## src/sv/athr_pkg.sv

```systemverilog
// Shared constants and types for the adaptive-threshold heart-rate block.
package athr_pkg;

    // Configuration register indexes
    typedef enum logic [2:0] {
        CFG_REFRACTORY = 3'd0,
        CFG_TICK_MS    = 3'd1,
        CFG_BPM_MIN    = 3'd2,
        CFG_BPM_MAX    = 3'd3
    } cfg_idx_t;

    localparam int unsigned CFG_IDX_W  = 3;
    localparam int unsigned CFG_DATA_W = 16;

    localparam int unsigned SAMPLE_W   = 24;
    localparam int unsigned TICK_W     = 32;
    localparam int unsigned REFR_W     = 16;
    localparam int unsigned PERIOD_W   = 10;
    localparam int unsigned BPM_W      = 8;
    localparam int unsigned CROSS_W    = 8;
    localparam int unsigned SPAN_W     = TICK_W + PERIOD_W;
    localparam int unsigned QUOT_W     = 16;
    localparam int unsigned DIV_CNT_W  = $clog2(QUOT_W);

    // Reset values of the registers
    localparam logic [REFR_W-1:0]   REFR_RST   = 16'd300;
    localparam logic [PERIOD_W-1:0] PERIOD_RST = 10'd1;
    localparam logic [BPM_W-1:0]    BPM_MIN_RST = 8'd30;
    localparam logic [BPM_W-1:0]    BPM_MAX_RST = 8'd220;

    // Rate numerator (ms per minute) and crossing-count limits
    localparam logic [QUOT_W-1:0]  RATE_NUM  = 16'd60000;
    localparam logic [CROSS_W-1:0] CROSS_SAT = 8'd255;
    localparam logic [CROSS_W-1:0] CROSS_MIN = 8'd2;

endpackage

```

## src/sv/adaptive_threshold_heart_rate.sv

```systemverilog
// Heart-rate detector: adaptive-threshold crossing on a PPG stream, serial min/max and divide.
//
//  channel | direction | handshake           | payload
//  --------+-----------+---------------------+-----------------------------------------
//  s_      | in        | s_valid / s_ready   | s_sample[23:0], s_now_ticks[31:0]
//  m_      | out       | m_valid / m_ready   | m_rate_bpm[7:0], m_rate_valid, m_beat_seen
//  cfg_    | in        | cfg_we (no wait)    | cfg_index[2:0], cfg_wdata[15:0]
//
//  Each transaction runs from acceptance to result through a serial min/max scan over the ring
//    memory through its single read port, once the ring is full, and then a 16-step restoring
//    divide; while the ring is still filling, the scan is skipped.
//  s_ready is high only in IDLE; the result register lets the next sample be taken while a
//    finished result is still waiting on m_ready.
//  A stalled m_ready holds the sequencer in FINISH until the result register is free.
//  Reset (aresetn, synchronous, active low) clears control state and loads register defaults;
//    ring contents are not cleared and are never read before being written.
module adaptive_threshold_heart_rate #(
    parameter int unsigned HISTORY_DEPTH = 32
) (
    input  logic                                aclk,
    input  logic                                aresetn,
    // sample channel
    input  logic                                s_valid,
    output logic                                s_ready,
    input  logic [athr_pkg::SAMPLE_W-1:0]       s_sample,
    input  logic [athr_pkg::TICK_W-1:0]         s_now_ticks,
    // result channel
    output logic                                m_valid,
    input  logic                                m_ready,
    output logic [athr_pkg::BPM_W-1:0]          m_rate_bpm,
    output logic                                m_rate_valid,
    output logic                                m_beat_seen,
    // configuration write port
    input  logic                                cfg_we,
    input  logic [athr_pkg::CFG_IDX_W-1:0]      cfg_index,
    input  logic [athr_pkg::CFG_DATA_W-1:0]     cfg_wdata
);

    localparam int unsigned AW = $clog2(HISTORY_DEPTH);      // ring address width
    localparam int unsigned CW = $clog2(HISTORY_DEPTH + 1);  // fill / scan count width
    localparam logic [CW-1:0] DEPTH_C = CW'(HISTORY_DEPTH);
    localparam logic [AW-1:0] LAST_POS = AW'(HISTORY_DEPTH - 1);

    typedef enum logic [2:0] {
        ST_IDLE,
        ST_SCAN,
        ST_DECIDE,
        ST_MULT,
        ST_PREP,
        ST_DIV,
        ST_FINISH
    } state_t;

    state_t state_reg;

    // configuration registers
    logic [athr_pkg::REFR_W-1:0]   refr_reg;
    logic [athr_pkg::PERIOD_W-1:0] period_reg;
    logic [athr_pkg::BPM_W-1:0]    bpm_min_reg;
    logic [athr_pkg::BPM_W-1:0]    bpm_max_reg;

    // detector state
    logic [AW-1:0]                 write_pos_reg;
    logic [CW-1:0]                 fill_count_reg;
    logic [athr_pkg::SAMPLE_W-1:0] prev_sample_reg;
    logic [athr_pkg::TICK_W-1:0]   last_cross_reg;
    logic [athr_pkg::TICK_W-1:0]   interval_reg;
    logic [athr_pkg::CROSS_W-1:0]  crossings_reg;

    // working registers for the transaction in flight
    logic [athr_pkg::SAMPLE_W-1:0] sample_reg;
    logic [athr_pkg::TICK_W-1:0]   now_reg;
    logic [CW-1:0]                 scan_cnt_reg;
    logic [athr_pkg::SAMPLE_W-1:0] lo_reg;
    logic [athr_pkg::SAMPLE_W-1:0] hi_reg;
    logic                          beat_reg;
    logic [athr_pkg::SPAN_W-1:0]   span_reg;
    logic                          rate_ok_reg;
    logic [athr_pkg::QUOT_W-1:0]   divisor_reg;
    logic [athr_pkg::QUOT_W-1:0]   rem_reg;
    logic [athr_pkg::QUOT_W-1:0]   quot_reg;   // dividend shifts out, quotient shifts in
    logic [athr_pkg::DIV_CNT_W-1:0] div_cnt_reg;

    // result register
    logic                          m_valid_reg;
    logic [athr_pkg::BPM_W-1:0]    m_rate_bpm_reg;
    logic                          m_rate_valid_reg;
    logic                          m_beat_seen_reg;

    // ring memory, one write and one registered read port
    logic [athr_pkg::SAMPLE_W-1:0] win_mem [HISTORY_DEPTH];
    logic [athr_pkg::SAMPLE_W-1:0] rd_data_reg;
    logic [AW-1:0]                 rd_addr;

    logic                          s_accept;
    logic [CW-1:0]                 fill_inc;
    logic [athr_pkg::SAMPLE_W-1:0] thr;
    logic                          crossing;
    logic [athr_pkg::TICK_W-1:0]   elapsed;
    logic [athr_pkg::QUOT_W:0]     trial;
    logic                          trial_ge;
    logic                          in_range;
    logic                          out_free;

    assign s_ready  = (state_reg == ST_IDLE);
    assign s_accept = s_valid && s_ready;
    assign out_free = !m_valid_reg || m_ready;

    assign fill_inc = (fill_count_reg == DEPTH_C) ? fill_count_reg : fill_count_reg + CW'(1);

    // Scan issues addresses 0..DEPTH-1; the extra cycle only drains the read register
    assign rd_addr = (scan_cnt_reg < DEPTH_C) ? scan_cnt_reg[AW-1:0] : '0;

    // midpoint threshold, truncated
    assign thr      = lo_reg + ((hi_reg - lo_reg) >> 1);
    assign crossing = (prev_sample_reg < thr) && (sample_reg >= thr);
    assign elapsed  = now_reg - last_cross_reg;   // wraps modulo 2^32

    // one restoring-divide step
    assign trial    = {rem_reg, quot_reg[athr_pkg::QUOT_W-1]};
    assign trial_ge = (trial >= {1'b0, divisor_reg});

    assign in_range = rate_ok_reg
                   && (quot_reg >= athr_pkg::QUOT_W'(bpm_min_reg))
                   && (quot_reg <= athr_pkg::QUOT_W'(bpm_max_reg));

    always_ff @(posedge aclk) begin
        if (s_accept) begin
            win_mem[write_pos_reg] <= s_sample;
        end
        rd_data_reg <= win_mem[rd_addr];
    end

    always_ff @(posedge aclk) begin
        if (!aresetn) begin
            state_reg        <= ST_IDLE;
            refr_reg         <= athr_pkg::REFR_RST;
            period_reg       <= athr_pkg::PERIOD_RST;
            bpm_min_reg      <= athr_pkg::BPM_MIN_RST;
            bpm_max_reg      <= athr_pkg::BPM_MAX_RST;
            write_pos_reg    <= '0;
            fill_count_reg   <= '0;
            prev_sample_reg  <= '0;
            last_cross_reg   <= '0;
            interval_reg     <= '0;
            crossings_reg    <= '0;
            m_valid_reg      <= 1'b0;
        end else begin
            if (cfg_we) begin
                unique case (cfg_index)
                    athr_pkg::CFG_REFRACTORY: refr_reg    <= cfg_wdata[athr_pkg::REFR_W-1:0];
                    athr_pkg::CFG_TICK_MS:    period_reg  <= cfg_wdata[athr_pkg::PERIOD_W-1:0];
                    athr_pkg::CFG_BPM_MIN:    bpm_min_reg <= cfg_wdata[athr_pkg::BPM_W-1:0];
                    athr_pkg::CFG_BPM_MAX:    bpm_max_reg <= cfg_wdata[athr_pkg::BPM_W-1:0];
                    default: ;
                endcase
            end

            // result taken; in FINISH the load below decides the flag on its own
            if (m_valid_reg && m_ready && state_reg != ST_FINISH) begin
                m_valid_reg <= 1'b0;
            end

            unique case (state_reg)
                ST_IDLE: begin
                    if (s_accept) begin
                        sample_reg     <= s_sample;
                        now_reg        <= s_now_ticks;
                        beat_reg       <= 1'b0;
                        scan_cnt_reg   <= '0;
                        fill_count_reg <= fill_inc;
                        write_pos_reg  <= (write_pos_reg == LAST_POS) ? '0
                                                                       : write_pos_reg + AW'(1);
                        state_reg      <= (fill_inc == DEPTH_C) ? ST_SCAN : ST_MULT;
                    end
                end
                ST_SCAN: begin
                    if (scan_cnt_reg == CW'(1)) begin
                        lo_reg <= rd_data_reg;
                        hi_reg <= rd_data_reg;
                    end else if (scan_cnt_reg != '0) begin
                        if (rd_data_reg < lo_reg) lo_reg <= rd_data_reg;
                        if (rd_data_reg > hi_reg) hi_reg <= rd_data_reg;
                    end
                    scan_cnt_reg <= scan_cnt_reg + CW'(1);
                    if (scan_cnt_reg == DEPTH_C) begin
                        state_reg <= ST_DECIDE;
                    end
                end
                ST_DECIDE: begin
                    if (crossing) begin
                        if (crossings_reg == '0) begin
                            last_cross_reg <= now_reg;
                            crossings_reg  <= athr_pkg::CROSS_W'(1);
                            beat_reg       <= 1'b1;
                        end else if (elapsed >= athr_pkg::TICK_W'(refr_reg)) begin
                            interval_reg   <= elapsed;
                            last_cross_reg <= now_reg;
                            if (crossings_reg != athr_pkg::CROSS_SAT) begin
                                crossings_reg <= crossings_reg + athr_pkg::CROSS_W'(1);
                            end
                            beat_reg       <= 1'b1;
                        end
                    end
                    state_reg <= ST_MULT;
                end
                ST_MULT: begin
                    prev_sample_reg <= sample_reg;
                    span_reg  <= athr_pkg::SPAN_W'(interval_reg)
                               * athr_pkg::SPAN_W'(period_reg);
                    state_reg <= ST_PREP;
                end
                ST_PREP: begin
                    rate_ok_reg <= (crossings_reg >= athr_pkg::CROSS_MIN) && (span_reg != '0);
                    rem_reg     <= '0;
                    div_cnt_reg <= '0;
                    divisor_reg <= span_reg[athr_pkg::QUOT_W-1:0];
                    // span beyond the numerator gives a zero quotient, and a zero span cannot divide: skip the divide
                    if (span_reg > athr_pkg::SPAN_W'(athr_pkg::RATE_NUM) || span_reg == '0) begin
                        quot_reg  <= '0;
                        state_reg <= ST_FINISH;
                    end else begin
                        quot_reg  <= athr_pkg::RATE_NUM;
                        state_reg <= ST_DIV;
                    end
                end
                ST_DIV: begin
                    if (trial_ge) begin
                        rem_reg <= athr_pkg::QUOT_W'(trial - {1'b0, divisor_reg});
                    end else begin
                        rem_reg <= trial[athr_pkg::QUOT_W-1:0];
                    end
                    quot_reg    <= {quot_reg[athr_pkg::QUOT_W-2:0], trial_ge};
                    div_cnt_reg <= div_cnt_reg + athr_pkg::DIV_CNT_W'(1);
                    if (div_cnt_reg == athr_pkg::DIV_CNT_W'(athr_pkg::QUOT_W - 1)) begin
                        state_reg <= ST_FINISH;
                    end
                end
                ST_FINISH: begin
                    if (out_free) begin
                        m_valid_reg      <= 1'b1;
                        m_rate_valid_reg <= in_range;
                        m_rate_bpm_reg   <= in_range ? quot_reg[athr_pkg::BPM_W-1:0] : '0;
                        m_beat_seen_reg  <= beat_reg;
                        state_reg        <= ST_IDLE;
                    end
                end
                default: state_reg <= ST_IDLE;
            endcase
        end
    end

    assign m_valid      = m_valid_reg;
    assign m_rate_bpm   = m_rate_bpm_reg;
    assign m_rate_valid = m_rate_valid_reg;
    assign m_beat_seen  = m_beat_seen_reg;

    // an invalid rate is always reported as zero
    a_zero_when_invalid: assert property (@(posedge aclk) disable iff (!aresetn)
        (m_valid_reg && !m_rate_valid_reg) |-> (m_rate_bpm_reg == '0))
        else $error("rate not zero on invalid result");

    // a reported beat means at least one crossing is on record
    a_beat_has_crossing: assert property (@(posedge aclk) disable iff (!aresetn)
        (m_valid_reg && m_beat_seen_reg) |-> (crossings_reg != '0))
        else $error("beat reported with no crossing count");

    // crossing count never falls back to zero outside reset
    a_crossings_sticky: assert property (@(posedge aclk) disable iff (!aresetn)
        (crossings_reg != '0) |=> (crossings_reg != '0))
        else $error("crossing count lost");

    // fill count saturates at the ring depth
    a_fill_bound: assert property (@(posedge aclk) disable iff (!aresetn)
        fill_count_reg <= DEPTH_C)
        else $error("fill count beyond ring depth");

    // the result register is only overwritten once free
    a_no_overwrite: assert property (@(posedge aclk) disable iff (!aresetn)
        (m_valid_reg && !m_ready) |=> m_valid_reg)
        else $error("pending result dropped");

endmodule

```

## config.mk

```make
export PLATFORM = sky130hd
export DESIGN_NAME = adaptive_threshold_heart_rate
export DESIGN_NICKNAME = d
export VERILOG_FILES = /design/src/sv/athr_pkg.sv /design/src/sv/adaptive_threshold_heart_rate.sv
export SDC_FILE = /design/constraint.sdc
export NUM_CORES = 2
export LEC_CHECK = 0
export ABC_CLOCK_PERIOD_IN_PS = 15050
export BUFFER_PORTS_ARGS = -buffer_cell sky130_fd_sc_hd__buf_2
export CORE_ASPECT_RATIO = 1.5
export CORE_MARGIN = 2
export CORE_UTILIZATION = 44
export CTS_CLUSTER_DIAMETER = 100
export DETAILED_ROUTE_END_ITERATION = 12
export PLACE_DENSITY_LB_ADDON = 0.2
export SLEW_MARGIN = 20
export SYNTH_ARGS = -nofsm -noshare
export SYNTH_HDL_FRONTEND = slang
export SYNTH_SLANG_ARGS = --single-unit
```

## constraint.sdc

```tcl
create_clock -name aclk -period 15.05 [get_ports aclk]
set_input_delay 3.01 -clock aclk [delete_from_list [all_inputs] [get_ports aclk]]
set_output_delay 3.01 -clock aclk [all_outputs]
set_load 0.03 [all_outputs]
```

# Word-level counts from Yosys, hierarchy flattened
# Memory sizes are Yosys's and may differ from the RTL's. A register that Yosys moved wholly into a read port is not among the register bits.
# Index checks and enable logic that the tools add are counted.
dict set report op_classes {
  n_addsub 9
  n_mul 1
  n_lt_le_gt_ge 11
  n_eq_ne 23
  muxes 38
  bitwise_logic 1
  reduce_logical 42
}
# operator n
set op_table {}
lappend op_table {{24-bit two-way mux} 6}
lappend op_table {{32-bit two-way mux} 2}
lappend op_table {{16-bit one-hot mux with 2 select lines} 2}
lappend op_table {{24-bit less-than comparator} 2}
lappend op_table {{42-bit by 16-bit > comparator with 1-bit output, second input constant} 1}
lappend op_table {{42-bit logical NOT} 1}
lappend op_table {{32-bit by 10-bit multiplier with 42-bit output} 1}
lappend op_table {{42-bit nonzero test} 1}
lappend op_table {{32-bit by 16-bit greater-or-equal comparator with 1-bit output} 1}
lappend op_table {{16-bit two-way mux} 2}
lappend op_table {{32-bit subtractor} 1}
lappend op_table {{24-bit by 23-bit adder with 24-bit output} 1}
lappend op_table {{24-bit greater-or-equal comparator} 1}
lappend op_table {{24-bit > comparator} 1}
lappend op_table {{8-bit two-way mux} 3}
lappend op_table {{24-bit subtractor} 1}
lappend op_table {{3-bit one-hot mux with 7 select lines} 1}
lappend op_table {{4-bit AND reduction} 5}
lappend op_table {{6-bit equality test, second input constant} 3}
lappend op_table {{17-bit by 16-bit greater-or-equal comparator with 1-bit output} 1}
lappend op_table {{16-bit by 8-bit greater-or-equal comparator with 1-bit output} 1}
lappend op_table {{16-bit by 8-bit less-or-equal comparator with 1-bit output} 1}
lappend op_table {{2-bit AND reduction} 8}
lappend op_table {{2-bit nonzero test} 8}
lappend op_table {{other kinds (34)} 70}
dict set report totals {
  reg_bits 369
  ram_bits 768
  in_bits 80
  memories 1
}
# memory words word_bits rd rd_ports_with_merged_regs write_ports line
set mem_list {}
lappend mem_list {win_mem 32 24 1 1 1 adaptive_threshold_heart_rate.sv:91} ;# logic [athr_pkg::SAMPLE_W-1:0] win_mem [HISTORY_DEPTH];

# Depth between registers and ports, before layout
dict set report depth {
  depth_word 6
  ltp_mapped 38
  ltp_nobuf 36
}

# Worst setup path before layout
# No wires, ideal clock.
dict set report synth_path {
  kind {flip-flop to flip-flop}
  startpoint {reg lo_reg[0] (netlist name)}
  endpoint {reg beat_reg (enable)}
  setup_time_ps 254
  t_arrival_ps 6640
  t_required_ps 14796
  path_slack_ps 8156
  stages_incl_launch_ff 38
  n_path_buf 3
  synth_period_minus_slack_ps 6894
  cell_sequence {edfxtp_1 > nor2b_1 > fa_1 > nor2b_1 > o21ai_0 > a21boi_0 > o21ai_0 > a21boi_0 > o21ai_0 > a21oi_1 > o31a_1 > o211ai_1 > o2111ai_1 > xor2_1 > ha_1 > clkbuf_1 > a21o_1 > a21oi_1 > [... 2 more ...] > nor2_1 > xnor2_1 > ha_1 > nand3_1 > nor2_1 > o211ai_1 > a21oi_1 > nor3_1 > a2111oi_1 > a211oi_1 > a311oi_1 > mux2i_1 > a21oi_1 > nor2_2 > buf_6 > buf_6 > nor2_1 > nor2_1}
}
dict set report synth_via {
  elab_chain_len 6
}
# element line
set synth_lines {}
lappend synth_lines {{from (decl)} adaptive_threshold_heart_rate.sv:74} ;# logic [athr_pkg::SAMPLE_W-1:0] lo_reg;
lappend synth_lines {{from (signal assigned)} adaptive_threshold_heart_rate.sv:179} ;# lo_reg <= rd_data_reg;
lappend synth_lines {{from (signal assigned)} adaptive_threshold_heart_rate.sv:182} ;# if (rd_data_reg < lo_reg) lo_reg <= rd_data_reg;
lappend synth_lines {{24-bit subtractor} adaptive_threshold_heart_rate.sv:115} ;# assign thr = lo_reg + ((hi_reg - lo_reg) >> 1);
lappend synth_lines {{24-bit by 23-bit adder with 24-bit output (*)} adaptive_threshold_heart_rate.sv:115}
lappend synth_lines {{24-bit less-than comparator or 24-bit greater-or-equal comparator (tied branches)} adaptive_threshold_heart_rate.sv:116} ;# assign crossing = (prev_sample_reg < thr) && (sample_reg >= thr);
lappend synth_lines {{1-bit logical AND (*)} adaptive_threshold_heart_rate.sv:116}
lappend synth_lines {{2-bit inequality test (no line) (*)} n/a}
lappend synth_lines {{5-bit AND reduction (no line) (*)} n/a}
lappend synth_lines {{to (signal assigned)} adaptive_threshold_heart_rate.sv:169} ;# beat_reg <= 1'b0;
lappend synth_lines {{to (signal assigned)} adaptive_threshold_heart_rate.sv:195} ;# beat_reg <= 1'b1;
lappend synth_lines {{to (signal assigned)} adaptive_threshold_heart_rate.sv:202} ;# beat_reg <= 1'b1;
lappend synth_lines {{to (decl)} adaptive_threshold_heart_rate.sv:76} ;# logic beat_reg;
# Every way passes the cells marked *; elsewhere a longest branch is shown, timed or not.
# A chain may end at the register's enable or synchronous reset.

# Final worst setup path
dict set report layout_path {
  startpoint {reg lo_reg[0] (netlist name)}
  endpoint {reg last_cross_reg[26] (netlist name)}
}
dict set report layout_via {
  elab_chain_len 5
}
# element line
set layout_lines {}
lappend layout_lines {{24-bit subtractor} adaptive_threshold_heart_rate.sv:115}
lappend layout_lines {{24-bit by 23-bit adder with 24-bit output (*)} adaptive_threshold_heart_rate.sv:115}
lappend layout_lines {{24-bit less-than comparator or 24-bit greater-or-equal comparator (tied branches)} adaptive_threshold_heart_rate.sv:116}
lappend layout_lines {{1-bit logical AND (*)} adaptive_threshold_heart_rate.sv:116}
lappend layout_lines {{3-bit AND reduction (no line) (*)} n/a}
lappend layout_lines {{to (signal assigned)} adaptive_threshold_heart_rate.sv:193} ;# last_cross_reg <= now_reg;
lappend layout_lines {{to (signal assigned)} adaptive_threshold_heart_rate.sv:198} ;# last_cross_reg <= now_reg;
lappend layout_lines {{to (decl)} adaptive_threshold_heart_rate.sv:66} ;# logic [athr_pkg::TICK_W-1:0] last_cross_reg;
# Marks and branches as above.

==> results.cfg <==
[layout]
largest_reg_flops = 768
utilization = 0.488
final_layout_size_suffix_gt1_frac = 0.118
syn2layout_area_growth_pct = 10.4
final_nets = 5318

[timing]
setup_viol = 0
slew-limit-headroom = 0.324
finalCritPeriodShare = 0.555
drv_slew = 0
fmax_mhz = 120
rsz0062_at_grt = no
hold_viol_final = 0
skew_ns = 0.0365
tns_ns = 0
worstMarginPinSlew_ns = 1.01
fin_crit_ns = 8.35

[critical_path]
critPathRequiredTime_ns = 15.64
cp_slowest_stage_delay_ns = 0.82
critical_path.max_fanout = 69
path_class = reg2reg
cp-end-kind = register
crit_top_cell = a21oi_1
crit_slowest_cell = a2111oi_0
cp-start-kind = register
reg2reg_slack_ns = 6.70
worst_ep_arrival_time_ns = 8.95

[route]
drc_errors = 0
ant_nets = 0
finalWirelength_microns = 152000
num_vias = 36700
drt-initial-drc-count = 2570
dr.pass1.iters = 7
vias_per_cell = 5.60
wl_per_cell_microns = 23.1

[global_route]
antenna_found_initial = 7
grt_usage = 0.218
grt_pass1_vias = 38300
grt-ovfl-total = 0
grt_max_degree = 107
grt_pass1_wl_microns = 232000

[clock_network]
postCtsHoldBufs = 0
max-clock-path-buffers = 3
clockRootBuffer = clkbuf_16
h-tree-depth = 3
clkLatencyLatePin_ns = 0.77
numCtsBuffers = 110
post_cts_buffers = 0
clkTransAtPathRegs_ns = 0.06
cts_sinks = 1161
ctsResizeCount = 0
cts_tree = yes

[floorplanning]
dieArea_sq_um = 141000
fp.dieW_microns = 307
start_util = 0.442
die-height_microns = 459
io_pins = 92
core_sq_um = 137000
rows = 167

[synth]
postSynthAreaPerCell_sq_um = 13.1
yosys_register_bits = 1161
synth_nets = 5265
synth_ff_type = edfxtp_1
ys_types = 84
syn_area_sq_um = 60800
synth-edff-count = 984
ys_seq_area_frac = 0.545
yosys_warnings = 0
netlist_instances = 4638
ys_async_sr_fraction = 0

[run_status]
outcome = finished clean

[min_path]
min_path_type = reg2reg

[place]
hpwl_microns = 99100
portBuffers = 91
gp_congestion = 0.851

[power_and_ir_drop]
ir_worst_vdd_mv = 0.116
power.total_mw = 9.78
p_per_area_nw_per_um2 = 146
power_leakage_nw = 25.8

[run]
maxCapViolations = 0
-- layout make-up --
| cell class | instances | area, sq um |
|---|---|---|
| Fill cell | 12000 | 70400 |
| Sequential cell | 1161 | 33100 |
| Multi-Input combinational cell | 2899 | 25800 |
| Clock buffer | 157 | 3100 |
| Tap cell | 1774 | 2220 |
| Inverter | 356 | 1340 |
| Timing Repair Buffer | 163 | 1020 |
| Clock inverter | 53 | 541 |
| Antenna cell | 2 | 5.00 |
-- cells in the mapped netlist, drive strengths merged, types with 8 or more instances --
| master | number | area share |
|---|---|---|
| o21bai | 16 | 0.0020 |
| fa | 242 | 0.080 |
| a311oi | 9 | 0.0014 |
| nand2 | 419 | 0.026 |
| o21ai | 116 | 0.0096 |
| mux2 | 25 | 0.0047 |
| a2111oi | 11 | 0.0016 |
| and3 | 17 | 0.0018 |
| a21boi | 8 | 0.00099 |
| a21oi | 187 | 0.015 |
| buf | 37 | 0.0033 |
| nor3 | 47 | 0.0040 |
| and2 | 180 | 0.019 |
| a21o | 86 | 0.011 |
| nand4 | 24 | 0.0025 |
| mux2i | 210 | 0.035 |
| xnor2 | 78 | 0.011 |
| o211ai | 23 | 0.0028 |
| nand3 | 112 | 0.0092 |
| edfxtp | 984 | 0.49 |
| ha | 305 | 0.063 |
| o22ai | 99 | 0.010 |
| mux4 | 144 | 0.053 |
| dfxtp | 177 | 0.058 |
| a211o | 9 | 0.0013 |
| xor2 | 37 | 0.0053 |
| o31ai | 45 | 0.0056 |
| nor2b | 35 | 0.0036 |
| nor2 | 182 | 0.011 |
| nand2b | 42 | 0.0043 |
| or3 | 22 | 0.0023 |
| a211oi | 17 | 0.0021 |
| nor4 | 19 | 0.0022 |
| or2 | 10 | 0.0010 |
| a31oi | 16 | 0.0019 |
| o21a | 23 | 0.0028 |
| clkbuf | 185 | 0.011 |
| inv | 356 | 0.022 |
-- where the power goes --
group          switching (mW)  internal [mW]
Sequential              0.196           3.73
Clock                    1.25           1.55
Combinational            1.80           1.25
-- cell families after synthesis --
logic type | after synthesis | share of synthesized area
fa+ha+maj | 548 | 0.143
flops | 1161 | 0.545
simple gates | 1142 | 0.0910
compound gates | 715 | 0.0759
buf+inv | 578 | 0.0367
xor+xnor | 115 | 0.0166
mux | 379 | 0.0927
-- metrics by stage --
step           hold WS (ns)  instance area, sq um  cells  setup WS (ns)
6_report              0.451                 67100   6565           6.70
5_1_grt               0.470                 67100   6564           5.74
4_1_cts               0.453                 67100   6563           6.81
3_5_place_dp          0.442                 63400   6353           6.88
3_3_place_gp          0.437                 63400   6353           6.99
2_1_floorplan         0.400                 60800   4638           8.16
-- worst paths after layout --
kind | start | endpoint | depth (start not counted)
setup / recovery | lo_reg[0] | last_cross_reg[26] | 35
hold / removal | span_reg[1] | divisor_reg[1] | 0
hold reg to reg | span_reg[1] | divisor_reg[1] | 0
setup reg to reg | lo_reg[0] | last_cross_reg[26] | 35
-- metal layers --
layer / up-vias / routed length [microns] / share of wire / track usage
met4: 6 / 4820 / 0.032 / 0.0756
met1: 18700 / 58700 / 0.39 / 0.255
met2: 768 / 82600 / 0.54 / 0.411
met3: 222 / 5740 / 0.038 / 0.0240
met5: - / 40 / 0.00026 / 0
li1: 17000 / - / - / -
-- worst max-delay path, delay by kind of cell, from the launching register on --
kind	cells	cell delay (ns)
buffers and inverters	1	0.32
xor gates and xnor gates	2	0.42
DFF	1	0.42
and+or+nand+nor	9	1.05
muxes	1	0.16
adders and majority gates	3	1.10
AOI/OAI and AO/OA	19	4.61
-- layout by cell type (no fill, tap or decap), types with 17 or more instances in the layout --
cell type / synthesis / layout
edfxtp_1: 984 / 984
nand2_1: 419 / 419
inv_1: 356 / 356
ha_1: 305 / 305
fa_1: 242 / 242
mux2i_1: 210 / 210
a21oi_1: 187 / 187
and2_1: 180 / 180
dfxtp_1: 177 / 177
nor2_1: 181 / 146
mux4_2: 144 / 144
clkbuf_16: 0 / 113
nand3_1: 112 / 112
o22ai_1: 99 / 99
buf_2: 5 / 90
o21ai_0: 87 / 87
a21o_1: 86 / 86
xnor2_1: 78 / 78
buf_4: 2 / 71
o31ai_1: 45 / 45
nor3_1: 45 / 44
nand2b_1: 42 / 39
xor2_1: 37 / 37
nor2_4: 0 / 35
nor2b_1: 35 / 33
clkbuf_1: 185 / 32
o21ai_1: 28 / 28
nand4_1: 24 / 24
mux2_2: 24 / 24
o211ai_1: 23 / 23
o21a_1: 23 / 23
or3_1: 22 / 22
nor4_1: 18 / 18
a211oi_1: 17 / 17
and3_1: 17 / 17
clkinv_2: 0 / 17
No activity file was read; power rests on OpenSTA's default activity.
